## src/sefr_pkg.sv

```systemverilog
// ----------------------------------------------------------------------------
// sefr_pkg
// shared types and constants of the sync/escape/checksum frame receiver
// ----------------------------------------------------------------------------
package sefr_pkg;

    typedef enum logic [2:0] {
        EV_IGNORED  = 3'd0,
        EV_START    = 3'd1,
        EV_ESCAPE   = 3'd2,
        EV_BODY     = 3'd3,
        EV_GOOD     = 3'd4,
        EV_BAD_SUM  = 3'd5,
        EV_OVERFLOW = 3'd6
    } event_t;

    localparam logic CFG_SYNC   = 1'b0;
    localparam logic CFG_ESCAPE = 1'b1;

    localparam logic [7:0] SYNC_RESET   = 8'd224;
    localparam logic [7:0] ESCAPE_RESET = 8'd208;

    // first body byte index that may close a frame, and offset of length
    localparam int unsigned MIN_END_COUNT = 4;
    localparam int unsigned LEN_OFFSET    = 3;
    localparam int unsigned LEN_INDEX     = 2;

    typedef struct packed {
        logic       valid;
        logic [7:0] rx_byte;
    } item_t;

    typedef struct packed {
        event_t     event_res;
        logic [7:0] body_byte;
        logic [5:0] body_index;
    } result_t;

endpackage

```

## src/sefr_in_reg.sv

```systemverilog
// ----------------------------------------------------------------------------
// sefr_in_reg
// input register: holds one received byte until the framing logic takes it
// ----------------------------------------------------------------------------
module sefr_in_reg
(
    input  logic             clk,
    input  logic             rst_n,
    input  logic             s_tvalid,
    output logic             s_tready,
    input  logic [7:0]       s_tdata,   // [7:0] rx_byte
    input  logic             take,
    output sefr_pkg::item_t  item
);

    logic       valid_reg;
    logic       valid_next;
    logic [7:0] byte_reg;
    logic       accept;

    assign s_tready = !valid_reg || take;
    assign accept   = s_tvalid && s_tready;

    always_comb
    begin
        valid_next = valid_reg;
        if (accept)
        begin
            valid_next = 1'b1;
        end
        else if (take)
        begin
            valid_next = 1'b0;
        end
    end

    always_ff @(posedge clk or negedge rst_n)
    begin
        if (!rst_n)
        begin
            valid_reg <= 1'b0;
        end
        else
        begin
            valid_reg <= valid_next;
        end
    end

    always_ff @(posedge clk)
    begin
        if (accept)
        begin
            byte_reg <= s_tdata;
        end
    end

    assign item.valid   = valid_reg;
    assign item.rx_byte = byte_reg;

endmodule

```

## src/sefr_core.sv

```systemverilog
// ----------------------------------------------------------------------------
// sefr_core
// framing state and per-byte decode: sync, escape, length, checksum, overflow
// ----------------------------------------------------------------------------
module sefr_core
#(
    parameter int unsigned MAX_FRAME = 64
)
(
    input  logic               clk,
    input  logic               rst_n,
    input  logic               take,
    input  logic [7:0]         rx_byte,
    input  logic [7:0]         sync_value,
    input  logic [7:0]         escape_value,
    output sefr_pkg::result_t  result
);

    localparam int unsigned CW   = $clog2(MAX_FRAME + 1);
    localparam int unsigned CMPW = (CW > 9) ? CW : 9;

    logic          in_frame_reg;
    logic          in_frame_next;
    logic          esc_reg;
    logic          esc_next;
    logic [CW-1:0] count_reg;
    logic [CW-1:0] count_next;
    logic [7:0]    sum_reg;
    logic [7:0]    sum_next;
    logic [7:0]    len_reg;
    logic [7:0]    len_next;

    logic [7:0]      data;
    logic [CMPW-1:0] count_w;
    logic [CMPW-1:0] end_count;

    assign data      = esc_reg ? (rx_byte + 8'd1) : rx_byte;
    assign count_w   = CMPW'(count_reg);
    assign end_count = CMPW'(len_reg) + CMPW'(sefr_pkg::LEN_OFFSET);

    always_comb
    begin
        in_frame_next     = in_frame_reg;
        esc_next          = esc_reg;
        count_next        = count_reg;
        sum_next          = sum_reg;
        len_next          = len_reg;
        result.event_res  = sefr_pkg::EV_IGNORED;
        result.body_byte  = 8'd0;
        result.body_index = 6'd0;

        if (rx_byte == sync_value)
        begin
            in_frame_next    = 1'b1;
            esc_next         = 1'b0;
            count_next       = '0;
            sum_next         = 8'd0;
            result.event_res = sefr_pkg::EV_START;
        end
        else if (!in_frame_reg)
        begin
            result.event_res = sefr_pkg::EV_IGNORED;
        end
        else if (rx_byte == escape_value)
        begin
            esc_next         = 1'b1;
            result.event_res = sefr_pkg::EV_ESCAPE;
        end
        else
        begin
            esc_next = 1'b0;
            // length match wins over the size limit
            if (count_w >= CMPW'(sefr_pkg::MIN_END_COUNT) && count_w == end_count)
            begin
                in_frame_next    = 1'b0;
                result.event_res = (sum_reg == data) ? sefr_pkg::EV_GOOD
                                                     : sefr_pkg::EV_BAD_SUM;
            end
            else if (count_w >= CMPW'(MAX_FRAME))
            begin
                in_frame_next    = 1'b0;
                result.event_res = sefr_pkg::EV_OVERFLOW;
            end
            else
            begin
                if (count_w == CMPW'(sefr_pkg::LEN_INDEX))
                begin
                    len_next = data;
                end
                count_next        = count_reg + CW'(1);
                sum_next          = sum_reg + data;
                result.event_res  = sefr_pkg::EV_BODY;
                result.body_byte  = data;
                result.body_index = count_w[5:0];
            end
        end
    end

    always_ff @(posedge clk or negedge rst_n)
    begin
        if (!rst_n)
        begin
            in_frame_reg <= 1'b0;
            esc_reg      <= 1'b0;
            count_reg    <= '0;
            sum_reg      <= 8'd0;
            len_reg      <= 8'd0;
        end
        else if (take)
        begin
            in_frame_reg <= in_frame_next;
            esc_reg      <= esc_next;
            count_reg    <= count_next;
            sum_reg      <= sum_next;
            len_reg      <= len_next;
        end
    end

endmodule

```

## src/sefr_out_reg.sv

```systemverilog
// ----------------------------------------------------------------------------
// sefr_out_reg
// result register: one event per byte, held until the sink takes the beat
// ----------------------------------------------------------------------------
module sefr_out_reg
(
    input  logic               clk,
    input  logic               rst_n,
    input  logic               item_valid,
    output logic               take,
    input  sefr_pkg::result_t  result,
    output logic               m_tvalid,
    input  logic               m_tready,
    output logic [15:0]        m_tdata,   // [7:0] body_byte, [13:8] body_index, [15:14] zero
    output logic [2:0]         m_tuser    // [2:0] event_res
);

    logic              valid_reg;
    logic              valid_next;
    sefr_pkg::result_t res_reg;

    assign take = item_valid && (!valid_reg || m_tready);

    always_comb
    begin
        valid_next = valid_reg;
        if (take)
        begin
            valid_next = 1'b1;
        end
        else if (m_tready)
        begin
            valid_next = 1'b0;
        end
    end

    always_ff @(posedge clk or negedge rst_n)
    begin
        if (!rst_n)
        begin
            valid_reg <= 1'b0;
        end
        else
        begin
            valid_reg <= valid_next;
        end
    end

    always_ff @(posedge clk)
    begin
        if (take)
        begin
            res_reg <= result;
        end
    end

    assign m_tvalid = valid_reg;
    assign m_tdata  = {2'b00, res_reg.body_index, res_reg.body_byte};
    assign m_tuser  = res_reg.event_res;

endmodule

```

## src/sync_escape_checksum_frame_receiver.sv

```systemverilog
// ----------------------------------------------------------------------------
// sync_escape_checksum_frame_receiver
// byte-stream frame receiver with sync restart, escape, length and checksum
// ----------------------------------------------------------------------------
// Takes one received byte per beat and returns exactly one event beat per
// byte. A new byte is accepted every clock cycle while the sink takes the
// event beats; each byte passes an input register and then a result
// register, which presents its event beat. The rate is set by the
// combinational framing decode that updates count, running sum and escape
// flag between those registers. The user writes sync_value and escape_value
// through the cfg port only while the block is idle; the block itself does
// not enforce this. body_index reports the low 6 bits of the body position.
module sync_escape_checksum_frame_receiver
#(
    parameter int unsigned MAX_FRAME = 64
)
(
    input  logic        clk,
    input  logic        rst_n,
    input  logic        cfg_valid,
    output logic        cfg_ready,
    input  logic        cfg_index,
    input  logic [7:0]  cfg_data,
    input  logic        s_tvalid,
    output logic        s_tready,
    input  logic [7:0]  s_tdata,    // [7:0] rx_byte
    output logic        m_tvalid,
    input  logic        m_tready,
    output logic [15:0] m_tdata,    // [7:0] body_byte, [13:8] body_index, [15:14] zero
    output logic [2:0]  m_tuser     // [2:0] event_res
);

    logic [7:0]        sync_reg;
    logic [7:0]        escape_reg;
    sefr_pkg::item_t   item;
    sefr_pkg::result_t result;
    logic              take;

    assign cfg_ready = 1'b1;

    always_ff @(posedge clk or negedge rst_n)
    begin
        if (!rst_n)
        begin
            sync_reg   <= sefr_pkg::SYNC_RESET;
            escape_reg <= sefr_pkg::ESCAPE_RESET;
        end
        else if (cfg_valid)
        begin
            case (cfg_index)
                sefr_pkg::CFG_SYNC:   sync_reg   <= cfg_data;
                sefr_pkg::CFG_ESCAPE: escape_reg <= cfg_data;
                default:              sync_reg   <= sync_reg;
            endcase
        end
    end

    sefr_in_reg u_in_reg
    (
        .clk      (clk),
        .rst_n    (rst_n),
        .s_tvalid (s_tvalid),
        .s_tready (s_tready),
        .s_tdata  (s_tdata),
        .take     (take),
        .item     (item)
    );

    sefr_core
    #(
        .MAX_FRAME (MAX_FRAME)
    )
    u_core
    (
        .clk          (clk),
        .rst_n        (rst_n),
        .take         (take),
        .rx_byte      (item.rx_byte),
        .sync_value   (sync_reg),
        .escape_value (escape_reg),
        .result       (result)
    );

    sefr_out_reg u_out_reg
    (
        .clk        (clk),
        .rst_n      (rst_n),
        .item_valid (item.valid),
        .take       (take),
        .result     (result),
        .m_tvalid   (m_tvalid),
        .m_tready   (m_tready),
        .m_tdata    (m_tdata),
        .m_tuser    (m_tuser)
    );

endmodule

```

## config.mk

```make
export PLATFORM = sky130hd
export DESIGN_NAME = sync_escape_checksum_frame_receiver
export DESIGN_NICKNAME = d
export VERILOG_FILES = /design/src/sefr_pkg.sv /design/src/sefr_in_reg.sv /design/src/sefr_core.sv /design/src/sefr_out_reg.sv /design/src/sync_escape_checksum_frame_receiver.sv
export SDC_FILE = /design/constraint.sdc
export NUM_CORES = 1
export LEC_CHECK = 0
export BUFFER_PORTS_ARGS = -buffer_cell sky130_fd_sc_hd__buf_4
export CAP_MARGIN = 20
export CORE_ASPECT_RATIO = 1.1
export CORE_MARGIN = 2
export CORE_UTILIZATION = 58
export CTS_CLUSTER_SIZE = 25
export DETAILED_ROUTE_END_ITERATION = 12
export PLACE_DENSITY = 0.8
export SETUP_SLACK_MARGIN = 0.2
export SYNTH_ARGS = -nofsm -noshare
export SYNTH_HDL_FRONTEND = slang
export SYNTH_SLANG_ARGS = --single-unit
```

## constraint.sdc

```tcl
create_clock -name clk -period 3.7 [get_ports clk]
set_clock_uncertainty 0.1 [all_clocks]
set_input_delay 0.185 -clock clk [delete_from_list [all_inputs] [get_ports clk]]
set_output_delay 0.185 -clock clk [all_outputs]
set_load 0.005 [all_outputs]
```

After elaboration in Yosys (flattened, before gate mapping)

Cells that the tools add are included.

Mux-type cells: 28
Bitwise gates (word level): 6
Equality and inequality tests: 8
Reductions and logical operators: 18
Add/subtract/negate cells: 4
Magnitude comparators: 2

Operators with widths:

| cell                                                                   | number |
|---|---|
| 8-bit 2-to-1 mux                                                       | 6 |
| 7-bit 2-to-1 mux                                                       | 5 |
| 8-bit equality test                                                    | 3 |
| 1-bit 2-to-1 mux                                                       | 14 |
| 8-bit by 2-bit adder with 9-bit output (second input constant)         | 1 |
| 7-bit by 9-bit equality test with 1-bit output                         | 1 |
| 8-bit by 1-bit adder with 8-bit output (second input constant)         | 1 |
| 8-bit adder                                                            | 1 |
| 7-bit by 1-bit adder with 7-bit output (second input constant)         | 1 |
| 7-bit by 2-bit equality test with 1-bit output (second input constant) | 1 |
| 7-bit by 3-bit >= comparator with 1-bit output (second input constant) | 1 |
| 7-bit >= comparator (second input constant)                            | 1 |
| 7-bit AND reduction                                                    | 1 |
| 3-bit 2-to-1 mux                                                       | 2 |
| 2-bit by 1-bit != test with 1-bit output (second input constant)       | 3 |
| 1-bit inverter                                                         | 6 |
| 2-bit AND reduction                                                    | 3 |
| 2-bit nonzero test                                                     | 3 |
| 5-bit AND reduction                                                    | 1 |
| 5-bit OR reduction                                                     | 1 |
| 1-bit logical AND                                                      | 3 |
| 3-bit OR reduction                                                     | 1 |
| 1-bit logical NOT                                                      | 2 |
| 1-bit logical OR                                                       | 2 |
| 2 further kinds                                                        | 2 |

Register bits: 68
Output and inout port bits: 22
Input port bits: 22

Depth between registers and ports, before layout

Gate-level depths: netlist of run 1.

Depth in word-level cells: 8
Mapped depth: 11
Gate-level depth less buffers: 11

Modules after synthesis

From an unflattened synthesis of run 1, not the netlist that was laid out.

Cells, all modules: 332
Area, all modules: 3708.6 µm²

By module, submodules not included:

| module                              | cells an instance | instances | seq. area each (µm²) | area each (µm²) |
|---|---|---|---|---|
| sefr_core                           | 258               | 1         | 625.6                | 2173.3 |
| sync_escape_checksum_frame_receiver | 37                | 1         | 407.9                | 660.6 |
| sefr_out_reg                        | 24                | 1         | 535.5                | 573.0 |
| sefr_in_reg                         | 13                | 1         | 265.3                | 301.5 |

Worst setup path after synthesis of run 1

No wires, ideal clock.

Kind: register to register
Start: register u_in_reg.byte_reg[0]
End: register u_core.sum_reg[7]
Path slack: 0.973 ns
Arrival time: 2.558 ns
Buffers on the path: 0
Required time: 3.531 ns
Clock period less this slack: 2.727 ns
Stages on the path, launching flop included: 10
Path through: edfxtp_1 ha_1 mux2_2 ha_1 a21oi_1 o211ai_1 o41ai_1 xnor2_1 or4_1 nand3_1

Longest elaborated chain between the ends: 8

Ends and longest elaborated chain:

| what                                   | line              | source |
|---|---|---|
| start, declared                        | sefr_in_reg.sv:18 | `logic [7:0] byte_reg;` |
| start signal, assigned                 | sefr_in_reg.sv:53 | `byte_reg <= s_tdata;` |
| 8-bit by 1-bit adder with 8-bit output | sefr_core.sv:37   | `assign data = esc_reg ? (rx_byte + 8'd1) : rx_byte;` |
| 8-bit 2-to-1 mux                       | sefr_core.sv:37   |  |
| named net u_core.data[1]               | sefr_core.sv:33   | `logic [7:0] data;` |
| 8-bit adder                            | sefr_core.sv:91   | `sum_next = sum_reg + data;` |
| 8-bit 2-to-1 mux                       | sefr_core.sv:79   | `else if (count_w >= CMPW'(MAX_FRAME))` |
| 8-bit 2-to-1 mux                       | sefr_core.sv:73   | `if (count_w >= CMPW'(sefr_pkg::MIN_END_COUNT) && count_w == end_count)` |
| 8-bit 2-to-1 mux                       | sefr_core.sv:64   | `else if (rx_byte == escape_value)` |
| 8-bit 2-to-1 mux                       | sefr_core.sv:60   | `else if (!in_frame_reg)` |
| 8-bit 2-to-1 mux                       | sefr_core.sv:52   | `if (rx_byte == sync_value)` |
| end signal, assigned                   | sefr_core.sv:114  | `sum_reg <= sum_next;` |
| end, declared                          | sefr_core.sv:28   | `logic [7:0] sum_reg;` |

The timed path passes the listed nets, and every way through them passes these cells. The select of a mux whose other input is x is not followed.
A chain may end at the register's enable or synchronous reset.

Worst setup path in the final report of run 1

Start: register u_core.len_reg[0]
End: register u_out_reg.res_reg, in the netlist u_out_reg.m_tuser[0], data pin

Longest elaborated chain between the ends: 6

Ends and longest elaborated chain:

| what                                           | line               | source |
|---|---|---|
| start, declared                                | sefr_core.sv:30    | `logic [7:0] len_reg;` |
| start signal, assigned                         | sefr_core.sv:115   | `len_reg <= len_next;` |
| 8-bit by 2-bit adder with 9-bit output         | sefr_core.sv:39    | `assign end_count = CMPW'(len_reg) + CMPW'(sefr_pkg::LEN_OFFSET);` |
| 7-bit by 9-bit equality test with 1-bit output | sefr_core.sv:73    |  |
| 1-bit logical AND                              | sefr_core.sv:73    |  |
| 3-bit 2-to-1 mux                               | sefr_core.sv:73    |  |
| 2-bit 2-to-1 mux                               | sefr_core.sv:64    |  |
| 1-bit 2-to-1 mux                               | sefr_core.sv:60    |  |
| end signal, assigned                           | sefr_out_reg.sv:53 | `res_reg <= result;` |
| end, declared                                  | sefr_out_reg.sv:20 | `sefr_pkg::result_t res_reg;` |

No other way between the ends.

==> results of run 1 <==
## how the worst max path moves through the flow
stage / slack [ns] / startpoint / cells past startpoint / to
2_1_floorplan: 0.97 / u_in_reg.byte_reg[0]$_DFFE_PP_ / 9 / u_core.sum_reg[7]$_DFFE_PN0P_
3_3_place_gp: 0.69 / u_in_reg.byte_reg[0]$_DFFE_PP_ / 9 / u_core.sum_reg[7]$_DFFE_PN0P_
3_5_place_dp: 0.63 / u_in_reg.byte_reg[0]$_DFFE_PP_ / 9 / u_core.sum_reg[7]$_DFFE_PN0P_
4_1_cts: 0.55 / u_core.len_reg[0]$_DFFE_PN0P_ / 8 / u_out_reg.m_tdata[11]$_SDFFCE_PP0P_
5_1_grt: 0.35 / u_in_reg.byte_reg[1]$_DFFE_PP_ / 10 / u_core.sum_reg[7]$_DFFE_PN0P_
6_report: 0.54 / u_core.len_reg[0]$_DFFE_PN0P_ / 8 / u_out_reg.m_tuser[0]$_SDFFCE_PN1P_
## power groups by stage
stage	registers, mW	clock network (mW)	logic [mW]
floorplan	0.976	0	0.430
global placement	1.01	0	0.543
detailed placement	1.01	0	0.564
CTS	0.996	0.753	0.581
global route	1.01	0.789	0.657
finish	0.998	0.749	0.582
## placed cells by master (no fill, tap or decap), types with 7 or more instances in the layout
master	instances
a22o_1	7
and2_1	11
buf_4	40
clkbuf_8	9
dfrtp_1	37
dlygate4sd3_1	18
edfxtp_1	25
ha_1	12
inv_1	14
mux2_2	24
nand2_1	17
nand3_1	9
nor2_1	16
nor3_1	7
xnor2_1	24
xor2_1	14
## logic make-up (layout without fill, tap and decap cells)
family	after synthesis	after routing	share of synthesized area [%]
AOI/OAI and AO/OA	41	41	9.08
and+or+nand+nor	95	95	14.0
other	2	3	0.205
xor gates and xnor gates	39	39	9.53
muxes	26	26	7.92
DFF	68	68	50.1
buffers and inverters	30	88	4.58
adders and majority gates	13	13	4.64
## tightest hold or removal path: stages
cell and delay [ns]:
buf_4 0.08, or2b_2 0.11, nand2b_1 0.05
## routing by layer
layer | global-route usage [%] | wire length (um) | part of all wire (%) | vias up
li1 | - | - | - | 1229
met1 | 31.5 | 3270 | 43 | 1253
met2 | 40.6 | 3810 | 50 | 85
met3 | 7.05 | 385 | 5.1 | 12
met4 | 8.17 | 140 | 1.8 | 0
met5 | 0 | 0 | 0 | -
## stage by stage
| stage | util, % | instances | total power, mW | setup slack [ns] | area [um2] |
|---|---|---|---|---|---|
| finish | 71.0 | 453 | 2.33 | 0.538 | 4370 |
| global route | 71.0 | 453 | 2.46 | 0.353 | 4370 |
| CTS | 71.0 | 453 | 2.33 | 0.553 | 4370 |
| detailed placement | 64.2 | 419 | 1.57 | 0.634 | 3950 |
| global placement | 64.2 | 419 | 1.55 | 0.687 | 3950 |
| floorplan | - | 315 | 1.41 | 0.973 | 3670 |
## cell type report
cell class | count | area, um2 | area share (%)
flip-flops and latches | 68 | 1830 | 41.9
multi-input cells | 217 | 1670 | 38.1
repair buffers | 58 | 480 | 11.0
clock buffers | 10 | 128 | 2.92
clock inverters | 6 | 113 | 2.58
well taps | 80 | 100 | 2.29
inverters | 14 | 52.6 | 1.20
## what timing repair did
action / 4_1_cts / 5_1_grt
hold buffers: 18 / 0
setup buffers: 0 / 0
hold endpoints to repair: 62 / 0
==> impl_metrics.env, run 1 <==
export IMPL_status="completed"
export IMPL_power_share_combinational_pct=25.0
export IMPL_grtUsageTotal_pct=24.7
export IMPL_cts_htree_levels=3
export IMPL_portBuffers=40
export IMPL_cts_tree="done"
export IMPL_clk_path_buf_depth=2
export IMPL_reg2regPathDepth=8
export IMPL_num_io_pins=44
export IMPL_path_buf_inv=1
export IMPL_fp_dieArea_um2=6970
export IMPL_cts_sinks=68
export IMPL_max_freq_mhz=316
export IMPL_placementRows=30
export IMPL_relSlewSlack_pct=48.9
export IMPL_grt_pass1_vias=2526
export IMPL_cp_data_required_time_ns=3.69
export IMPL_reg2reg_to="u_out_reg.m_tuser[0]$_SDFFCE_PN1P_"
export IMPL_drt_iter0_drc=195
export IMPL_fp_coreArea_um2=6160
export IMPL_sw_frac_of_total_pct=29.5
export IMPL_crit_chain="inv_1 -> ha_1 -> nand3b_1 -> xnor2_1 -> or4_4 -> nor3_1 -> and4_1 -> o31ai_1"
export IMPL_min_from="m_tready"
export IMPL_path_delay_family="simple AND/OR/NAND/NOR gates"
export IMPL_yosysMostFrequentCell="dfrtp_1"
export IMPL_gp_congestion=0.861
export IMPL_min_period_ns=3.16
export IMPL_final_setup_viol_count=0
export IMPL_synth_edff_count=25
export IMPL_yosysTopAreaCellShare_pct=25.3
export IMPL_drive_gt1_share_pct=25.5
export IMPL_hold_path_depth=3
export IMPL_die_y_um=87.4
export IMPL_grt_ovfl_total=0
export IMPL_power_density_nw_per_um2=533
export IMPL_synth_cells=314
export IMPL_power_frac_seq_pct=42.9
export IMPL_synth_common_cells="37 x dfrtp_1, 25 x edfxtp_1, 24 x mux2_2, 24 x xnor2_1, 17 x nand2_1"
export IMPL_cts_root_buffer="clkbuf_8"
export IMPL_arrival_ns=3.15
export IMPL_drv_slew=0
export IMPL_clock_latency_ns=0.36
export IMPL_routed_wl_um=7610
export IMPL_area_growth_pct=19.4
export IMPL_drv_cap=0
export IMPL_viasPerCell=5.69
export IMPL_worstSetupPathType="reg2reg"
export IMPL_routedWlPerCell_um=16.8
export IMPL_ant_nets=0
export IMPL_syn_cell_area_um2=3660
export IMPL_syn_avg_cell_area_um2=11.7
export IMPL_drt_pass1_iter_count=4
export IMPL_tns_ns=0
export IMPL_hold_class="in2reg"
export IMPL_dp_hpwl_um=5180
export IMPL_synth_top_area_cell="dfrtp_1"
export IMPL_worstSetupEndpointType="register"
export IMPL_layout_nets=403
export IMPL_reg2reg_slack_ns=0.54
export IMPL_fill_cells=456
export IMPL_finalHoldViolations=0
export IMPL_leakage_nw=1.83
export IMPL_antenna_found_initial=0
export IMPL_grt_max_degree=44
export IMPL_cp_start_kind="register"
export IMPL_clk_pin_slew_worst_paths_ns=0.08
export IMPL_cp_max_fo=6
export IMPL_synth_area_leaders="dfrtp_1 25%, edfxtp_1 20%, mux2_2 7.4%"
export IMPL_synth_flop_cell="dfrtp_1"
export IMPL_ys_types=54
export IMPL_ys_async_sr_fraction_pct=63.2
export IMPL_diodes=0
export IMPL_synth_seq_cells=68
export IMPL_p_clk_share_pct=32.2
export IMPL_die_w_um=79.8
export IMPL_p_switching_mw=0.688
export IMPL_min_to="u_out_reg.m_tvalid$_DFFE_PN0P_"
export IMPL_drc=0
export IMPL_ys_warn_count=0
export IMPL_grt_pass1_wl_um=12700
export IMPL_largest_reg_flops=14
export IMPL_num_vias=2579
export IMPL_critical_path_max_stage_delay_ns=0.64
export IMPL_ir_drop_mv=0.346
export IMPL_p_int_mw=1.64
export IMPL_finalCritPeriodShare_pct=85.4
export IMPL_ctsResizeCount=0
export IMPL_holdWs_ns=0.00940
export IMPL_ys_seq_area_share_pct=50.1
export IMPL_rsz0062_at_grt="no"
export IMPL_cts_made_buffers=9
export IMPL_worstMarginPinSlew_ns=0.760
export IMPL_reg2reg_from="u_core.len_reg[0]$_DFFE_PN0P_"
export IMPL_crit_slowest_cell="nor3_1"
export IMPL_start_util_pct=59.5
Power figures use the tool's default switching activity.
==> inputs of run 2 (changes only) <==
--- a/config.mk
+++ b/config.mk
@@ -9,10 +9,10 @@
 export CAP_MARGIN = 20
 export CORE_ASPECT_RATIO = 1.1
 export CORE_MARGIN = 2
-export CORE_UTILIZATION = 58
+export CORE_UTILIZATION = 50
 export CTS_CLUSTER_SIZE = 25
 export DETAILED_ROUTE_END_ITERATION = 12
-export PLACE_DENSITY = 0.8
+export PLACE_DENSITY = 0.7
 export SETUP_SLACK_MARGIN = 0.2
 export SYNTH_ARGS = -nofsm -noshare
 export SYNTH_HDL_FRONTEND = slang
==> run 2 against run 1 <==
Compared with the run above:
- flip-flop and latch count did not move
- sequential share of layout area rose by 0.50 points
- register-to-register slack improved by 0.06 ns
- wire length fell by 2.8%
- clock-buffer cell count did not move
- via count fell by 3.4%
- first-iteration DRC count fell by 44%
- die area rose by 15%
- critical path type unchanged
==> impl_metrics.env, run 2 (same netlist as run 1, synthesis figures left out) <==
export IMPL_fp_coreArea_um2=7050
export IMPL_num_vias=2491
export IMPL_cp_max_fo=5
export IMPL_drt_iter0_drc=109
export IMPL_start_util_pct=52.0
export IMPL_worstMarginPinSlew_ns=0.831
export IMPL_portBuffers=40
export IMPL_finalHoldViolations=0
export IMPL_max_freq_mhz=323
export IMPL_clk_path_buf_depth=2
export IMPL_hold_class="in2reg"
export IMPL_grt_ovfl_total=0
export IMPL_gp_congestion=0.931
export IMPL_grt_max_degree=44
export IMPL_die_y_um=93.8
export IMPL_cts_htree_levels=3
export IMPL_cts_sinks=68
export IMPL_rsz0062_at_grt="no"
export IMPL_ir_drop_mv=0.333
export IMPL_grtUsageTotal_pct=20.1
export IMPL_most_common_layout_cells="40 x buf_4, 37 x dfrtp_1, 25 x edfxtp_1, 24 x mux2_2, 24 x xnor2_1"
export IMPL_drc=0
export IMPL_cp_data_required_time_ns=3.88
export IMPL_cts_tree="done"
export IMPL_grt_pass1_vias=2590
export IMPL_drv_slew=0
export IMPL_finalNonFillerCells=458
export IMPL_largest_reg_flops=14
export IMPL_num_io_pins=44
export IMPL_leakage_nw=1.80
export IMPL_clock_latency_ns=0.34
export IMPL_placementRows=32
export IMPL_antenna_found_initial=0
export IMPL_finalCritPeriodShare_pct=83.8
export IMPL_arrival_ns=3.28
export IMPL_dp_hpwl_um=5120
export IMPL_fill_cells=588
export IMPL_relSlewSlack_pct=44.6
export IMPL_min_period_ns=3.10
export IMPL_routedWlPerCell_um=16.2
export IMPL_layout_commonest_cell="buf_4"
export IMPL_fp_dieArea_um2=8030
export IMPL_layout_nets=403
export IMPL_area_growth_pct=18.0
export IMPL_viasPerCell=5.44
export IMPL_die_w_um=85.6
export IMPL_drive_gt1_share_pct=24.9
export IMPL_clk_pin_slew_worst_paths_ns=0.07
export IMPL_final_setup_viol_count=0
export IMPL_cp_start_kind="register"
export IMPL_worstSetupPathType="reg2reg"
export IMPL_status="completed"
export IMPL_grt_pass1_wl_um=12300
export IMPL_ant_nets=0
export IMPL_drt_pass1_iter_count=4
export IMPL_diodes=0
export IMPL_worstSetupEndpointType="register"
export IMPL_power_density_nw_per_um2=498
export IMPL_cts_made_buffers=9
export IMPL_routed_wl_um=7400
export IMPL_drv_cap=0
export IMPL_cts_root_buffer="clkbuf_8"
export IMPL_dp_cells=424
export IMPL_tns_ns=0
==> run 2: critical path, stage by stage (launching register included) <==
cell and delay, ns:
edfxtp_1 0.50, ha_1 0.33, mux2_2 0.29, ha_1 0.29, a21oi_1 0.24, o211ai_1 0.17, o41ai_1 0.38, xnor2_1 0.15
or4_1 0.49, nand3_1 0.10
==> run 2: cell type report <==
| class | count | area, um2 | area share, % |
|---|---|---|---|
| Tap cell | 85 | 106 | 2.46 |
| Sequential cell | 68 | 1830 | 42.4 |
| Inverter | 14 | 52.6 | 1.22 |
| Clock inverter | 6 | 55.1 | 1.27 |
| Multi-Input combinational cell | 217 | 1670 | 38.5 |
| Timing Repair Buffer | 58 | 480 | 11.1 |
| Clock buffer | 10 | 128 | 2.95 |
==> run 2: final timing paths <==
kind / from / slack (ns) / endpoint / cells after the start
min in group asynchronous: rst_n / 0.28 / u_core.sum_reg[2]$_DFFE_PN0P_ / 2
min reg2reg: u_core.sum_reg[6]$_DFFE_PN0P_ / 0.41 / u_core.sum_reg[6]$_DFFE_PN0P_ / 1
max: u_in_reg.byte_reg[0]$_DFFE_PP_ / 0.60 / u_core.sum_reg[7]$_DFFE_PN0P_ / 9
max reg2reg: u_in_reg.byte_reg[0]$_DFFE_PP_ / 0.60 / u_core.sum_reg[7]$_DFFE_PN0P_ / 9
max in group asynchronous: rst_n / 2.81 / sync_reg[7]$_DFFE_PN1P_ / 2
min: m_tready / 0.03 / u_out_reg.m_tvalid$_DFFE_PN0P_ / 3
==> run 2: stage by stage <==
stage	util (%)	hold slack [ns]	power (mW)	cell area [um2]	worst slack [ns]
after global placement	56.2	0.123	1.55	3960	0.584
after floorplan	-	-0.211	1.41	3670	0.973
after global routing	61.3	0.0411	2.27	4320	0.389
final	61.3	0.0295	2.15	4320	0.600
after detailed placement	56.2	0.129	1.57	3960	0.608
after CTS	61.3	0.0123	2.16	4320	0.594
==> run 2: power by group <==
part / leakage, nW / switching [mW] / internal [mW]
sequential: 0.744 / 0.0965 / 0.897
combinational: 0.962 / 0.285 / 0.294
clock: 0.0911 / 0.272 / 0.305
total: 1.80 / 0.654 / 1.50
==> run 2: metal layers <==
metal / wire (um) / track usage [%] / up-vias
met5: 0 / 0 / -
met4: 216 / 9.52 / 0
met3: 295 / 3.60 / 21
met2: 3670 / 35.0 / 65
met1: 3220 / 23.9 / 1190
li1: - / - / 1215
==> run 2: repair_timing <==
action / 4_1_cts / 5_1_grt
endpoints found under the setup margin: 0 / 0
setup buffers: 0 / 0
gates resized for setup: 0 / 0
hold buffers: 18 / 0
hold endpoints to repair: 61 / 0
==> inputs of run 3 (changes only) <==
--- a/config.mk
+++ b/config.mk
@@ -12,7 +12,7 @@
 export CORE_UTILIZATION = 50
 export CTS_CLUSTER_SIZE = 25
 export DETAILED_ROUTE_END_ITERATION = 12
-export PLACE_DENSITY = 0.7
+export PLACE_DENSITY = 0.73
 export SETUP_SLACK_MARGIN = 0.2
 export SYNTH_ARGS = -nofsm -noshare
 export SYNTH_HDL_FRONTEND = slang
==> constraint.sdc (replaced) <==
create_clock -name clk -period 2.55 [get_ports clk]
set_clock_uncertainty 0.1 [all_clocks]
set_input_delay 0.1275 -clock clk [delete_from_list [all_inputs] [get_ports clk]]
set_output_delay 0.1275 -clock clk [all_outputs]
set_load 0.005 [all_outputs]
==> run 3 against run 2 <==
Compared with the run above:
- the flow now finishes with violations (negative setup slack)
- cell count increased by 14%
- flip-flop and latch count unchanged
- via count increased by 14%
- largest cell class is now multi-input combinational cells
- clock power increased by 59%
==> impl_metrics.env, run 3 (same netlist as run 1, synthesis figures left out) <==
export IMPL_start_util_pct=52.0
export IMPL_fill_cells=483
export IMPL_portBuffers=40
export IMPL_die_y_um=93.8
export IMPL_drv_slew=0
export IMPL_ant_nets=0
export IMPL_clk_path_buf_depth=2
export IMPL_placed_cell_area_um2=4380
export IMPL_relSlewSlack_pct=46.8
export IMPL_viasPerCell=5.43
export IMPL_fp_coreArea_um2=7050
export IMPL_cp_start_kind="register"
export IMPL_cp_max_fo=4
export IMPL_antenna_found_initial=0
export IMPL_hold_class="in2reg"
export IMPL_drv_cap=0
export IMPL_dp_worst_setup_slack_ns=-0.265
export IMPL_grtUsageTotal_pct=23.6
export IMPL_grt_pass1_wl_um=14300
export IMPL_cts_tree="done"
export IMPL_setup_ws_ns=-0.109
export IMPL_layout_nets=469
export IMPL_p_int_mw=2.43
export IMPL_cts_made_buffers=9
export IMPL_routed_wl_um=9270
export IMPL_fin_area_um2=5130
export IMPL_num_vias=2844
export IMPL_fin_util_pct=72.9
export IMPL_violations="negative setup slack"
export IMPL_placementRows=32
export IMPL_most_common_layout_cells="95 x buf_4, 36 x dfrtp_1, 25 x edfxtp_1, 23 x mux2_2"
export IMPL_routedWlPerCell_um=17.7
export IMPL_p_clk_share_pct=25.8
export IMPL_seqCellArea_um2=1840
export IMPL_area_growth_pct=40.2
export IMPL_power_share_combinational_pct=33.6
export IMPL_leakage_nw=2.22
export IMPL_cts_sinks=68
export IMPL_grt_pass1_vias=2913
export IMPL_drive_gt1_share_pct=46.2
export IMPL_worstMarginPinSlew_ns=0.795
export IMPL_drt_iter0_drc=163
export IMPL_drc=0
export IMPL_worstSetupEndpointType="register"
export IMPL_ir_drop_mv=0.377
export IMPL_tns_ns=-0.135
export IMPL_grt_ovfl_total=0
export IMPL_layout_commonest_cell="buf_4"
export IMPL_status="finished, violations left"
export IMPL_worstSetupPathType="reg2reg"
export IMPL_sw_frac_of_total_pct=31.8
export IMPL_arrival_ns=2.85
export IMPL_final_setup_viol_count=4
export IMPL_finalCritPeriodShare_pct=104
export IMPL_cts_root_buffer="clkbuf_8"
export IMPL_rsz0062_at_grt="yes"
export IMPL_die_w_um=85.6
export IMPL_multi_input_area_um2=1930
export IMPL_p_switching_mw=1.13
export IMPL_max_freq_mhz=376
export IMPL_power_frac_seq_pct=40.6
export IMPL_dp_hpwl_um=6010
export IMPL_cp_data_required_time_ns=2.74
export IMPL_cts_htree_levels=3
export IMPL_largest_reg_flops=14
export IMPL_clock_latency_ns=0.36
export IMPL_diodes=0
export IMPL_gp_congestion=0.852
export IMPL_min_period_ns=2.66
export IMPL_fp_dieArea_um2=8030
export IMPL_clk_pin_slew_worst_paths_ns=0.08
export IMPL_drt_pass1_iter_count=4
export IMPL_power_density_nw_per_um2=692
export IMPL_finalHoldViolations=0
export IMPL_grt_max_degree=44
export IMPL_num_io_pins=44
run 3: changes by cell type in the layout (fill, tap and decap cells not counted), moves of 3 or more:
| cell | delta |
|---|---|
| xnor2_1 | -4 |
| xnor2_2 | +4 |
| and2_1 | -6 |
| nor4_1 | -5 |
| nor2_4 | +4 |
| ha_1 | -4 |
| buf_6 | +8 |
| buf_4 | +55 |
| nor4_2 | +5 |
| nor2_1 | -7 |
| ha_4 | +3 |
| and2_4 | +6 |
| nor2_2 | +4 |
run 3: area by class of cell:
class	count	share of cell area, %
multi-input cells	218	37.6
flip-flops and latches	68	35.7
repair buffers	123	19.5
clock buffers	12	3.46
well taps	85	2.07
inverters	14	1.02
clock inverters	4	0.560
run 3: worst max-delay path, cell delays in order (launching register included):
cell and delay, ns:
edfxtp_1 0.41, ha_1 0.19, nand4_1 0.18, xnor2_2 0.31, ha_4 0.26, nand3_1 0.08
o211ai_1 0.13, o41ai_2 0.25, xnor2_1 0.13, or4_1 0.48, nand3_1 0.08
run 3: stage by stage:
step / hold WS, ns / total power, mW / std cells
floorplan: -0.268 / 2.07 / 315
global placement: 0.0562 / 2.43 / 473
finish: 0.187 / 3.55 / 524
detailed placement: 0.0662 / 2.46 / 473
global route: 0.199 / 3.74 / 524
CTS: 0.196 / 3.46 / 515
run 3: per-layer routing:
| metal | global-route usage, % | vias up | routed length [um] |
|---|---|---|---|
| met4 | 10.8 | 0 | 276 |
| met5 | 0 | - | 0 |
| met2 | 41.3 | 69 | 4990 |
| li1 | - | 1349 | - |
| met1 | 27.8 | 1401 | 3680 |
| met3 | 4.75 | 25 | 328 |
run 3: timing repair:
action | in CTS | in global routing
setup buffers | 6 | 8
hold endpoints to repair | 63 | 0
gates cloned | 0 | 1
setup endpoints to repair | 39 | 39
hold buffers | 20 | 0
pin swaps | 17 | 11
resized for setup | 23 | 33
run 3: worst paths after layout:
check / startpoint / depth (start not counted) / endpoint / slack [ns]
worst max-delay path: u_in_reg.byte_reg[0]$_DFFE_PP_ / 10 / u_core.sum_reg[7]$_DFFE_PN0P_ / -0.11
worst min-delay path: cfg_index / 3 / sync_reg[4]$_DFFE_PN0P_ / 0.19
worst max register to register: u_in_reg.byte_reg[0]$_DFFE_PP_ / 10 / u_core.sum_reg[7]$_DFFE_PN0P_ / -0.11
worst min register to register: u_core.sum_reg[0]$_DFFE_PN0P_ / 1 / u_core.sum_reg[0]$_DFFE_PN0P_ / 0.42
max in group asynchronous: rst_n / 2 / u_core.esc_reg$_DFFE_PN0P_ / 1.73
min in group asynchronous: rst_n / 2 / u_core.sum_reg[6]$_DFFE_PN0P_ / 0.20
run 3: power by group through the flow:
stage          clock network, mW  logic [mW]  registers (mW)
5_1_grt                    0.975        1.30            1.46
3_5_place_dp                   0        1.01            1.45
6_report                   0.917        1.19            1.44
2_1_floorplan                  0       0.654            1.42
4_1_cts                    0.927        1.10            1.43
3_3_place_gp                   0       0.987            1.44
